[config.mk]
export PLATFORM = sky130hd
export DESIGN_NAME = ffa_ram
export DESIGN_NICKNAME = d
export VERILOG_FILES = /design/src/rtl/core/ffa_ram.sv
export SDC_FILE = /design/constraint.sdc
export NUM_CORES = 1
export LEC_CHECK = 0
export ABC_AREA = 1
export BUFFER_PORTS_ARGS = -buffer_cell sky130_fd_sc_hd__buf_2
export CAP_MARGIN = 5
export CORE_MARGIN = 5
export CORE_UTILIZATION = 45
export CTS_BUF_LIST = sky130_fd_sc_hd__clkbuf_8
export DETAILED_ROUTE_END_ITERATION = 6
export SLEW_MARGIN = 10
export SYNTH_ARGS = -nofsm -noshare
export SYNTH_HDL_FRONTEND = slang
export SYNTH_SLANG_ARGS = --single-unit
export TNS_END_PERCENT = 100
[constraint.sdc]
create_clock -name clk -period 4.7 [get_ports clk]
set_clock_uncertainty 0.05 [all_clocks]
set_input_delay 0 -clock clk [delete_from_list [all_inputs] [get_ports clk]]
set_output_delay 0 -clock clk [all_outputs]
set_load 0.01 [all_outputs]
[src/rtl/core/ffa_ram.sv]
// Generic simple dual-port RAM: one write port, one read port, registered read.
// No dependencies.
module ffa_ram #(
  parameter int WIDTH = 8,
  parameter int DEPTH = 64
) (
  input  logic                     clk,
  input  logic                     wr_en,
  input  logic [$clog2(DEPTH)-1:0] wr_addr,
  input  logic [WIDTH-1:0]         wr_data,
  input  logic [$clog2(DEPTH)-1:0] rd_addr,
  output logic [WIDTH-1:0]         rd_data
);
  logic [WIDTH-1:0] mem [DEPTH];

  always_ff @(posedge clk) begin
    if (wr_en) begin
      mem[wr_addr] <= wr_data;
    end
    rd_data <= mem[rd_addr];
  end
endmodule

Yosys cells after proc, flatten, opt, wreduce, memory -nomap -nowiden

Memory sizes are Yosys's and may differ from the RTL's. A register that Yosys moved wholly into a read port is not among the register bits.
Cells that the tools add are included.

Memory bits (read-only): 0
Memories kept: 1
Bits in latches: 0
Memory bits (writable): 512
Register bits: 0

Mux-type cells: 2
Order comparisons: 0
Shifts and indexed selects: 0
Div/mod/pow operators: 0
$add $sub $neg: 0
Reduce and logical (&&, ||, !) cells: 0
Multiply operators: 0
Eq/ne operators: 0
Bitwise operators: 0

Memory list:

| name | depth | bits a word | rd ports | clocked after memory_dff | wr ports | RTL line | text |
|---|---|---|---|---|---|---|---|
| mem  | 64    | 8           | 1        | 1                        | 1        | 14       | `logic [WIDTH-1:0] mem [DEPTH];` |

Operator list:

| cell    | count |
|---|---|
| $mux W1 | 2 |

Longest topological paths before layout

Depth after elaboration: 2
Mapped depth: 12
Gate-level depth less buffers: 9

Least setup slack after synthesis

No wires, ideal clock.

Path type: input -> register
Start: input wr_en
End: memory mem[48][0] (enable)
Path slack: 2.884 ns
Cell stages on the path: 3
Data arrival time: 1.371 ns
Setup time: 0.395 ns
Data required time: 4.255 ns
Buffers on the path: 1
Cell sequence: clkbuf_1 -> nand4_1 -> nor4_1

Word-level cells in the longest chain between the ends: 2

Ends and longest elaborated chain:

| element                       | RTL line | text |
|---|---|---|
| start: declaration            | 8        | `input logic wr_en,` |
| $mux W1                       | 17       | `if (wr_en) begin` |
| $mux W1 (implied by the code) | 18       | `mem[wr_addr] <= wr_data;` |
| end: declaration              | 14       |  |

No other way between the ends.

==> metrics.txt <==
Clk network pwr share=between 30% and 40%; final wirelength=53610 um; Max Slew Vio Count=0; Leak=between 8 and 9 nW; Hold Crit Depth=2; Pwr Total=roughly 9.2 mW; Overflow after GRT=0; CTS tree=yes; RSZ-0062 raised after global routing=false; Tot GR Track Use=20.03%; CTS H-Tree Depth=3; status=finished clean; routed vias=around 14k; Setup Fix Bufs, Post-CTS=0; Fmax=between 0.3 and 0.4 GHz; number of placement rows=79; Sw Pwr=between 2 and 2.5 mW; # resized after CTS=0; post-DP HPWL=28740 um; crit path time final=~2.7 ns; global-route wire length before repair=~80000 um; R2R Path Start=mem[59][7]$_DFFE_PP_; clk_lat worst skew=around 0.64 ns; crit start category=input port; area leader, netlist=edfxtp_1; sequential area share after synthesis=72.80%; RePlAce Congestion=a little over 0.8; FF-to-FF path depth=9; Cell variety after synth=16; vias per inst=around 5.5; count leader, synth=nand2_1; share of cells above drive strength 1=~8.3%; top-level port count=30; CP Capture Type=flop; switching part of the total power=a little under a quarter; Pwr Density=395.5 mW/mm^2; Placement Setup Slack=1.936 ns; WHS Endpoint=mem[18][3]$_DFFE_PP_; Top FF cell, synth=edfxtp_1; Int Power=~7.0 mW; Final nets=between 1.5k and 2k; EDFF count, synth=around 510; Synth Warn #=0; share of the clock period used by the worst path=approximately 57%; ys async rst share=0%; CTS max path bufs=3; hold_sp=wr_data[3]; post-synth top area share=72.05%; relative slew slack=approximately 30%; Core Footprint=between 0.04 and 0.05 mm^2; peak supply drop=roughly 0.22 mV; Post-Syn Instances=roughly 1.8k; setup TNS=0 ns; CP Max Fanout=between 100 and 150; Final Hold Vio Count=0; synthesized net count=between 1.5k and 2k; Die W=between 200 and 250 um; Flop pwr share=56.0%; initial cell density of the core=between 40% and 50%; critical setup path kind=input port to flop; DIE HEIGHT=between 200 and 250 um; drt wl/cell=21.32 um; first drt pass iteration count=5; hold crit path type=input port to flop; clk slew on worst S/H paths=roughly 0.060 ns; synth top area cells=edfxtp_1, nand2_1, nand3_1; maxcap violations=0; critical path required time=5.23 ns; # hold bufs at CTS=9; largest net degree at the start of global routing=160; final worst slack=2.031 ns; Area Growth Syn to Fin=8.977%; Num CTS Buffers=84; die area=0.05187 mm^2; FF-to-FF End=rd_data[7]$_DFF_P_; drc violations=0; Avg Cell Area, Syn=11.82 um^2; combinational power share=between 6 and 7%; port bufs=29; Final ANT Viol Nets=0; worst path arrival time=~3.2 ns; Post-Synthesis Cell Area=approximately 0.021 mm^2; initial antenna violation count=1; FF-to-FF setup slack=roughly 2.6 ns; #FFs+latches synth=520; Commonest cells post-synth=nand2_1, edfxtp_1, nand3_1; initial DRC count=1479; endpoints failing setup=0; worst-margin pin slew=1.057 ns; clock sink total=520; Root Buffer=clkbuf_8; vias in the first global route=around 13k
sequential cells by signal, summed over array words and instances, names as in the netlist:
signal,cells
mem,512
rd_data,8
power groups by stage:
| stage | sequential (mW) | combinational [mW] | clock [mW] |
|---|---|---|---|
| floorplan | 5.24 | 0.361 | 0 |
| global placement | 5.25 | 0.580 | 0 |
| detailed placement | 5.25 | 0.586 | 0 |
| CTS | 5.15 | 0.593 | 3.52 |
| global route | 5.15 | 0.649 | 3.74 |
| finish | 5.15 | 0.590 | 3.46 |
logic make-up after synthesis:
group	after synthesis	share of synthesized area, %
and+or+nand+nor	1160	23.18
buffers and inverters	125	4.022
DFF	520	72.80
worst max-delay path: stages:
cell and delay, ns:
clkbuf_8 0.31, inv_6 0.77, buf_12 0.35, nand2_1 0.09, nand3_1 0.08, nand3_1 0.15, nand2_1 0.15, nand2_1 0.06
nand3_1 0.17, nand3_1 0.18, nand2_1 0.09, dlygate4sd3_1 0.53
through the flow:
stage          std cells  utilization [%]  area (um^2)  hold slack [ns]
6_report            2515            49.74        23250          0.02043
5_1_grt             2514            49.73        23250          0.01087
4_1_cts             2514            49.73        23250          0.01401
3_5_place_dp        2353            46.39        21690           0.3656
3_3_place_gp        2353            46.39        21690           0.3793
2_1_floorplan       1805                -        21340          0.04887
layout by cell type (no fill, tap or decap), drive strengths merged:
| cell type | instances |
|---|---|
| diode | 1 |
| nand4 | 9 |
| clkinv | 22 |
| dfxtp | 8 |
| buf | 53 |
| nor4 | 8 |
| clkbuf | 88 |
| clkinvlp | 6 |
| nand3 | 439 |
| nor2 | 56 |
| edfxtp | 512 |
| dlygate4sd3 | 9 |
| nand2 | 648 |
| inv | 49 |
layer usage:
layer / share of wire (%) / vias to the layer above / routed length (um) / track usage [%]
met5: 0.022 / - / 12 / 0
met4: 2.6 / 2 / 1387 / 5.862
met3: 7.9 / 102 / 4257 / 4.323
met2: 46 / 535 / 24590 / 31.05
met1: 44 / 6674 / 23370 / 28.87
li1: - / 6439 / - / -
layout make-up:
class                           instances  area [um^2]
Antenna cell                            1        2.502
Clock buffer                           87         1197
Clock inverter                         65        277.8
Fill cell                            4181        23500
Inverter                               12        52.55
Multi-Input combinational cell       1160         4946
Sequential cell                       520        15530
Tap cell                              607        759.5
Timing Repair Buffer                   63        484.2
how the worst max path moves through the flow:
stage / start / end / slack (ns) / cells after the start
2_1_floorplan: wr_en / mem[48][0]$_DFFE_PP_ / 2.88 / 3
3_5_place_dp: rd_addr[0] / rd_data[4]$_DFF_P_ / 1.94 / 11
3_3_place_gp: rd_addr[0] / rd_data[2]$_DFF_P_ / 1.99 / 11
6_report: rd_addr[0] / rd_data[7]$_DFF_P_ / 2.03 / 12
4_1_cts: rd_addr[0] / rd_data[7]$_DFF_P_ / 2.20 / 12
5_1_grt: rd_addr[0] / rd_data[7]$_DFF_P_ / 2.02 / 12
(Power assumes the default switching activity.)
