### src/rtl/core/ffa_pkg.sv
// Package for the fixed frame allocator: field widths, command codes,
// register indexes and the command, response and divider word types.
// No dependencies.
package ffa_pkg;

  localparam int FRAME_SIZE_W   = 16;
  localparam int FIU_W          = 7;
  localparam int REQ_W          = 20;
  localparam int IDX_W          = 6;
  localparam int OWNER_W        = 8;
  localparam int CNT_W          = 7;
  localparam int FRAG_W         = 16;
  localparam int CFG_IDX_W      = 2;
  localparam int CFG_DATA_W     = FRAME_SIZE_W;

  localparam int NUM_FRAMES_DEF = 64;
  localparam int ID_BITS_DEF    = 8;

  localparam logic [FRAME_SIZE_W-1:0] FRAME_SIZE_RST = 16'd256;
  localparam logic [FIU_W-1:0]        FIU_RST        = 7'd64;

  typedef enum logic [1:0] {
    CMD_ALLOC   = 2'd0,
    CMD_RELEASE = 2'd1,
    CMD_QUERY   = 2'd2,
    CMD_NOP     = 2'd3
  } cmd_t;

  typedef enum logic [CFG_IDX_W-1:0] {
    REG_FRAME_SIZE    = 2'd0,
    REG_FRAMES_IN_USE = 2'd1
  } reg_idx_t;

  typedef struct packed {
    cmd_t               cmd;
    logic [OWNER_W-1:0] owner_id;
    logic [REQ_W-1:0]   request_size;
    logic [IDX_W-1:0]   frame_index;
  } req_word_t;

  typedef struct packed {
    logic [CNT_W-1:0]   frames_changed;
    logic [FRAG_W-1:0]  last_frag;
    logic               shortfall;
    logic               entry_busy;
    logic [OWNER_W-1:0] entry_owner;
    logic [FRAG_W-1:0]  entry_frag;
  } rsp_word_t;

  typedef struct packed {
    logic [REQ_W-1:0]        quot;
    logic [FRAME_SIZE_W-1:0] rem;
  } div_res_t;

endpackage

### src/rtl/core/ffa_div.sv
// Restoring radix-2 divider: request size by frame size, one quotient bit per cycle.
// Depends on ffa_pkg.
module ffa_div import ffa_pkg::*; (
  input  logic                    clk,
  input  logic                    rst,
  input  logic                    start,
  input  logic [REQ_W-1:0]        dividend,
  input  logic [FRAME_SIZE_W-1:0] divisor,
  output logic                    done,
  output div_res_t                res
);
  localparam int STEP_W = $clog2(REQ_W);

  logic                    busy;
  logic [STEP_W-1:0]       step;
  logic [FRAME_SIZE_W-1:0] dvs;
  logic [FRAME_SIZE_W:0]   shifted;
  logic                    fits;

  assign shifted = {res.rem, res.quot[REQ_W-1]};
  assign fits    = shifted >= {1'b0, dvs};

  always_ff @(posedge clk) begin
    if (rst) begin
      busy <= 1'b0;
      done <= 1'b0;
      step <= '0;
    end else begin
      done <= 1'b0;
      if (start) begin
        busy     <= 1'b1;
        step     <= '0;
        dvs      <= divisor;
        res.quot <= dividend;
        res.rem  <= '0;
      end else if (busy) begin
        res.rem  <= fits ? FRAME_SIZE_W'(shifted - {1'b0, dvs}) : shifted[FRAME_SIZE_W-1:0];
        res.quot <= {res.quot[REQ_W-2:0], fits};
        step     <= step + STEP_W'(1);
        if (step == STEP_W'(REQ_W - 1)) begin
          busy <= 1'b0;
          done <= 1'b1;
        end
      end
    end
  end
endmodule

### config.mk
export PLATFORM = sky130hd
export DESIGN_NAME = ffa_div
export DESIGN_NICKNAME = d
export VERILOG_FILES = /design/src/rtl/core/ffa_pkg.sv /design/src/rtl/core/ffa_div.sv
export SDC_FILE = /design/constraint.sdc
export NUM_CORES = 1
export LEC_CHECK = 0
export ABC_AREA = 1
export BUFFER_PORTS_ARGS = -buffer_cell sky130_fd_sc_hd__clkbuf_2
export CAP_MARGIN = 15
export CORE_MARGIN = 3
export CORE_UTILIZATION = 55
export CTS_CLUSTER_DIAMETER = 120
export DETAILED_ROUTE_END_ITERATION = 8
export GPL_TIMING_DRIVEN = 0
export HOLD_SLACK_MARGIN = 0.05
export PLACE_DENSITY = 0.87
export RECOVER_POWER = 100
export SETUP_SLACK_MARGIN = 0.3
export SLEW_MARGIN = 10
export SYNTH_ARGS = -nofsm -noshare
export SYNTH_HDL_FRONTEND = slang
export SYNTH_SLANG_ARGS = --single-unit
### constraint.sdc
create_clock -name clk -period 3 [get_ports clk]
set_input_delay 0.15 -clock clk [delete_from_list [all_inputs] [get_ports clk]]
set_output_delay 0.15 -clock clk [all_outputs]
set_load 0.02 [all_outputs]
; Word-level counts from Yosys, hierarchy flattened
; Index checks and enable logic that the tools add are counted.
[totals]
out_inout_bits = 37
word_cells = 24
regBits = 59
input_bits = 39
[classes]
n_lt_le_gt_ge = 1
addsub = 2
bitwise = 2
n_eq_ne = 1
reduce_logical = 5
n_mux = 7
[ops]
columns = op, count
row1 = $mux W36, 2
row2 = $ge A17 B16 Y1, 1
row3 = $mux W16, 1
row4 = $sub A16 B16 Y16, 1
row5 = $add A5 B1 Y5 const B, 1
row6 = $eq A5 B5 Y1 const B, 1
row7 = $mux W1, 4
row8 = $reduce_and A2 Y1, 2
row9 = $reduce_or A3 Y1, 1
row10 = $not A1 Y1, 2
row11 = $reduce_bool A2 Y1, 1
row12 = $reduce_or A2 Y1, 1

; Logic depth before layout (Yosys ltp)
[logic_depth]
ltp_word = 4
mapped_depth = 14
ltp_nobuf = 14

; Least setup slack after synthesis
; OpenSTA, ideal clock, no wires.
[synth_path]
kind = register to register
start = register busy
end = register res[0] (netlist name) (enable)
t_required_ns = 2.557
stages_incl_launch_ff = 3
path_buffers = 0
path_slack_ns = 0.300
setup_time_ns = 0.443
period_less_slack_ns = 2.700
arrival_time_ns = 2.257
path_cell_list = dfxtp_1 > inv_1 > a21oi_1
[synth_via]
elab_chain_cells = 2
[synth_lines]
columns = element, line_no
row1 = from (decl), ffa_div.sv:14  ; logic busy;
row2 = from (signal assigned), ffa_div.sv:25  ; busy <= 1'b0;
row3 = from (signal assigned), ffa_div.sv:31  ; busy <= 1'b1;
row4 = from (signal assigned), ffa_div.sv:41  ; busy <= 1'b0;
row5 = $reduce_bool A2 Y1 (no source line), --
row6 = $reduce_and A2 Y1 (no source line), --
row7 = to (decl), ffa_div.sv:10  ; output div_res_t res
; Every way passes these cells.
; A chain may end at the register's enable or synchronous reset.

; Worst setup path in the final report
[layout_path]
start = register busy
end = register res[14] (netlist name) (enable)
; Same word-level chain as after synthesis.

==> impl_metrics.json <==
{
  "first_pass_iters": 5,
  "dpl.hpwl_um": 6540,
  "min_period_ps": 2440,
  "crit_path_max_incr_delay_ps": 1300,
  "avgRoutedWirePerCell_um": 13.7,
  "via_per_inst": 5.17,
  "leakagePower_nw": 2.24,
  "yosysTopAreaCellShare": 0.432,
  "slew_headroom": -0.154,
  "drc": 0,
  "synth_enable_flop_cells": 52,
  "synthArstFlopShare": 0,
  "synth_seq_cells": 59,
  "cp.required_ps": 3040,
  "vias": 3331,
  "synth_ff_type": "edfxtp_1",
  "final-hold-violation-count": 0,
  "start_kind": "flop",
  "clkLatencyLatePin_ps": 350,
  "peakVddDrop_uv": 347,
  "core_area_sq_um": 6130,
  "status": "complete, but fails checks",
  "worstReg2RegStart": "busy",
  "dp.cells": 612,
  "power_w": 0.00240,
  "synth-xor-area-share": 0.0145,
  "fill_cells": 463,
  "setup-tns-final_ps": 0,
  "criticalPathCategory": "flop to flop",
  "place.gp.congestion": 1.00,
  "drive_above_1_share": 0.144,
  "yosysSeqAreaShare": 0.470,
  "grt_max_degree": 24,
  "io_pins": 76,
  "fin_crit_sh": 0.812,
  "rsz0062_at_grt": "false",
  "clock_skew_ps": 14.2,
  "htree_num_levels": 3,
  "drtAntennaViolNets": 0,
  "grt_pass1_wl_um": 14900,
  "setup_viol": 0,
  "final_nets": 621,
  "end_kind": "flop",
  "portBuffers": 75,
  "min_path_type": "primary input to flop",
  "cts_sinks": 59,
  "cp_data_arrival_time_ps": 2480,
  "path_max_fanout": 23,
  "diodes": 0,
  "max_freq_mhz": 410,
  "synthCells": 460,
  "cp_top_family": "compound AO/OA/AOI/OAI gates",
  "holdWs_ps": 67.4,
  "synth_area_sq_um": 3620,
  "cellPowerDensity_nw_per_um2": 543,
  "grt_util_all_layers": 0.253,
  "die_area_sq_um": 7590,
  "clk_pin_slew_worst_paths_ps": 70,
  "grt_pass1_vias": 3344,
  "gr-total-overflow": 0,
  "cts_tree": "built",
  "synth-adder-area-share": 0.0643,
  "syn_nets": 517,
  "rows": 28,
  "ys_types": 30,
  "path_buf_inv": 2,
  "synth-simple-area-share": 0.336,
  "violations": "capacitance limit, slew limit",
  "numCtsBuffers": 9,
  "clock_path_buffers": 2,
  "synth_top_family_by_area": "simple AND/OR/NAND/NOR gates",
  "drv_cap": 1,
  "layout_setup_ws_ps": 563,
  "min_from": "rst",
  "dp_slack_ps": 716,
  "dieWidth_um": 87.1,
  "syn_to_final_growth_pct": 22.2,
  "cpMaxStageDelayCell": "a21oi_1",
  "cp-startpoint": "busy",
  "cp_cell_sequence": "inv_1 > a21oi_1 > buf_16",
  "wl_um": 8820,
  "start_util": 0.590,
  "antenna_found_initial": 0,
  "drv_slew": 15,
  "synthMuxAreaShare": 0,
  "fin_cells": 644,
  "avgSynthCellArea_sq_um": 7.86,
  "yosys.area.top_type": "edfxtp_1",
  "fp.dieH_um": 87.1,
  "synth_compound_area_frac": 0.0221,
  "synth.area.top_cells": "edfxtp_1 (43%), nand2_1 (18%), inv_1 (7.4%)",
  "yosys_warnings": 0,
  "drtIter0Drc": 264,
  "cts_root_buffer": "clkbuf_8",
  "worstMarginPinSlew_ps": 1730
}
-- worst paths after layout --
kind,endpoint,slack (ps),cells after the start
worst max-delay path,res[14],560,3
worst min-delay path,done,70,2
worst max register to register,res[14],560,3
worst min register to register,step[4],490,1
-- repair_timing --
action / in CTS / in global routing
endpoints found under the hold margin: 16 / 0
gates resized for setup: 0 / 0
setup endpoints to repair: 0 / 0
buffers inserted: 0 / 0
hold buffers: 16 / 0
-- per-stage QoR --
stage / utilization / area (sq um)
floorplan: - / 3620
global placement: 0.667 / 4090
detailed placement: 0.675 / 4140
CTS: 0.733 / 4500
global route: 0.721 / 4420
finish: 0.721 / 4420
-- cell usage after synthesis, types with 2 or more instances --
cell / n
nand2_1: 174
inv_1: 71
edfxtp_1: 52
nor2_1: 40
nand3_1: 21
ha_1: 17
a21oi_1: 10
nand2_2: 10
dfxtp_1: 7
inv_2: 7
nand3b_1: 6
xor2_1: 6
nand4_1: 5
nor2_2: 5
nand3_2: 4
clkbuf_1: 3
nor3_1: 3
o21ai_0: 3
and2_1: 2
buf_1: 2
nand2_4: 2
nor2_4: 2
-- sequential cells by signal, summed over array words and instances (netlist names) --
signal / count
res: 36
step: 5
done: 1
dvs: 16
busy: 1
-- layer usage --
| metal | global-route usage | share of wire | up-vias |
|---|---|---|---|
| met3 | 0.0577 | 0.062 | 24 |
| li1 | - | - | 1652 |
| met2 | 0.432 | 0.50 | 148 |
| met1 | 0.307 | 0.42 | 1507 |
| met5 | 0 | 0 | - |
| met4 | 0.105 | 0.022 | 0 |
-- cell families after synthesis --
family	Yosys count
AND/OR/NAND/NOR	277
buffers and inverters	85
flip-flops	59
adder cells (fa/ha/maj)	18
AO/OA/AOI/OAI	15
XOR/XNOR	6
-- report_power, final --
group          internal, W  switching (W)
sequential        0.000974      0.0000362
clock             0.000395       0.000325
combinational     0.000236       0.000435
total              0.00161       0.000797
-- cells in the final DEF, fill, tap and decap left out, types with 2 or more instances in the layout --
master	n
dfxtp_1	7
inv_1	73
clkbuf_8	11
nor3_1	3
nand3b_1	6
nor2_2	3
nand3_2	4
nor2_4	2
nand4_1	5
nand2_4	2
nor2_1	42
and2_1	2
o21ai_0	3
xor2_1	6
clkbuf_2	36
a21oi_1	10
inv_4	2
inv_2	5
clkbuf_1	46
dlygate4sd3_1	16
nand2_1	174
nand3_1	21
edfxtp_1	52
nand2_2	10
ha_1	17
-- worst reg2reg max path, cell delays in order, from the launching register on --
cell and delay, ps:
dfxtp_1 440, inv_1 120, a21oi_1 1300, buf_16 270
-- layout make-up --
cell class                 count  area (sq um)  area share
timing repair buffer          93           518       0.117
clock inverter                 3          17.5     0.00396
tap                           75          93.8      0.0212
multi-input combinational    316          1570       0.356
sequential                    59          1700       0.385
clock buffer                  13           180      0.0407
inverter                      78           293      0.0662
buffer                         7          43.8     0.00990
Power figures use the tool's default switching activity.
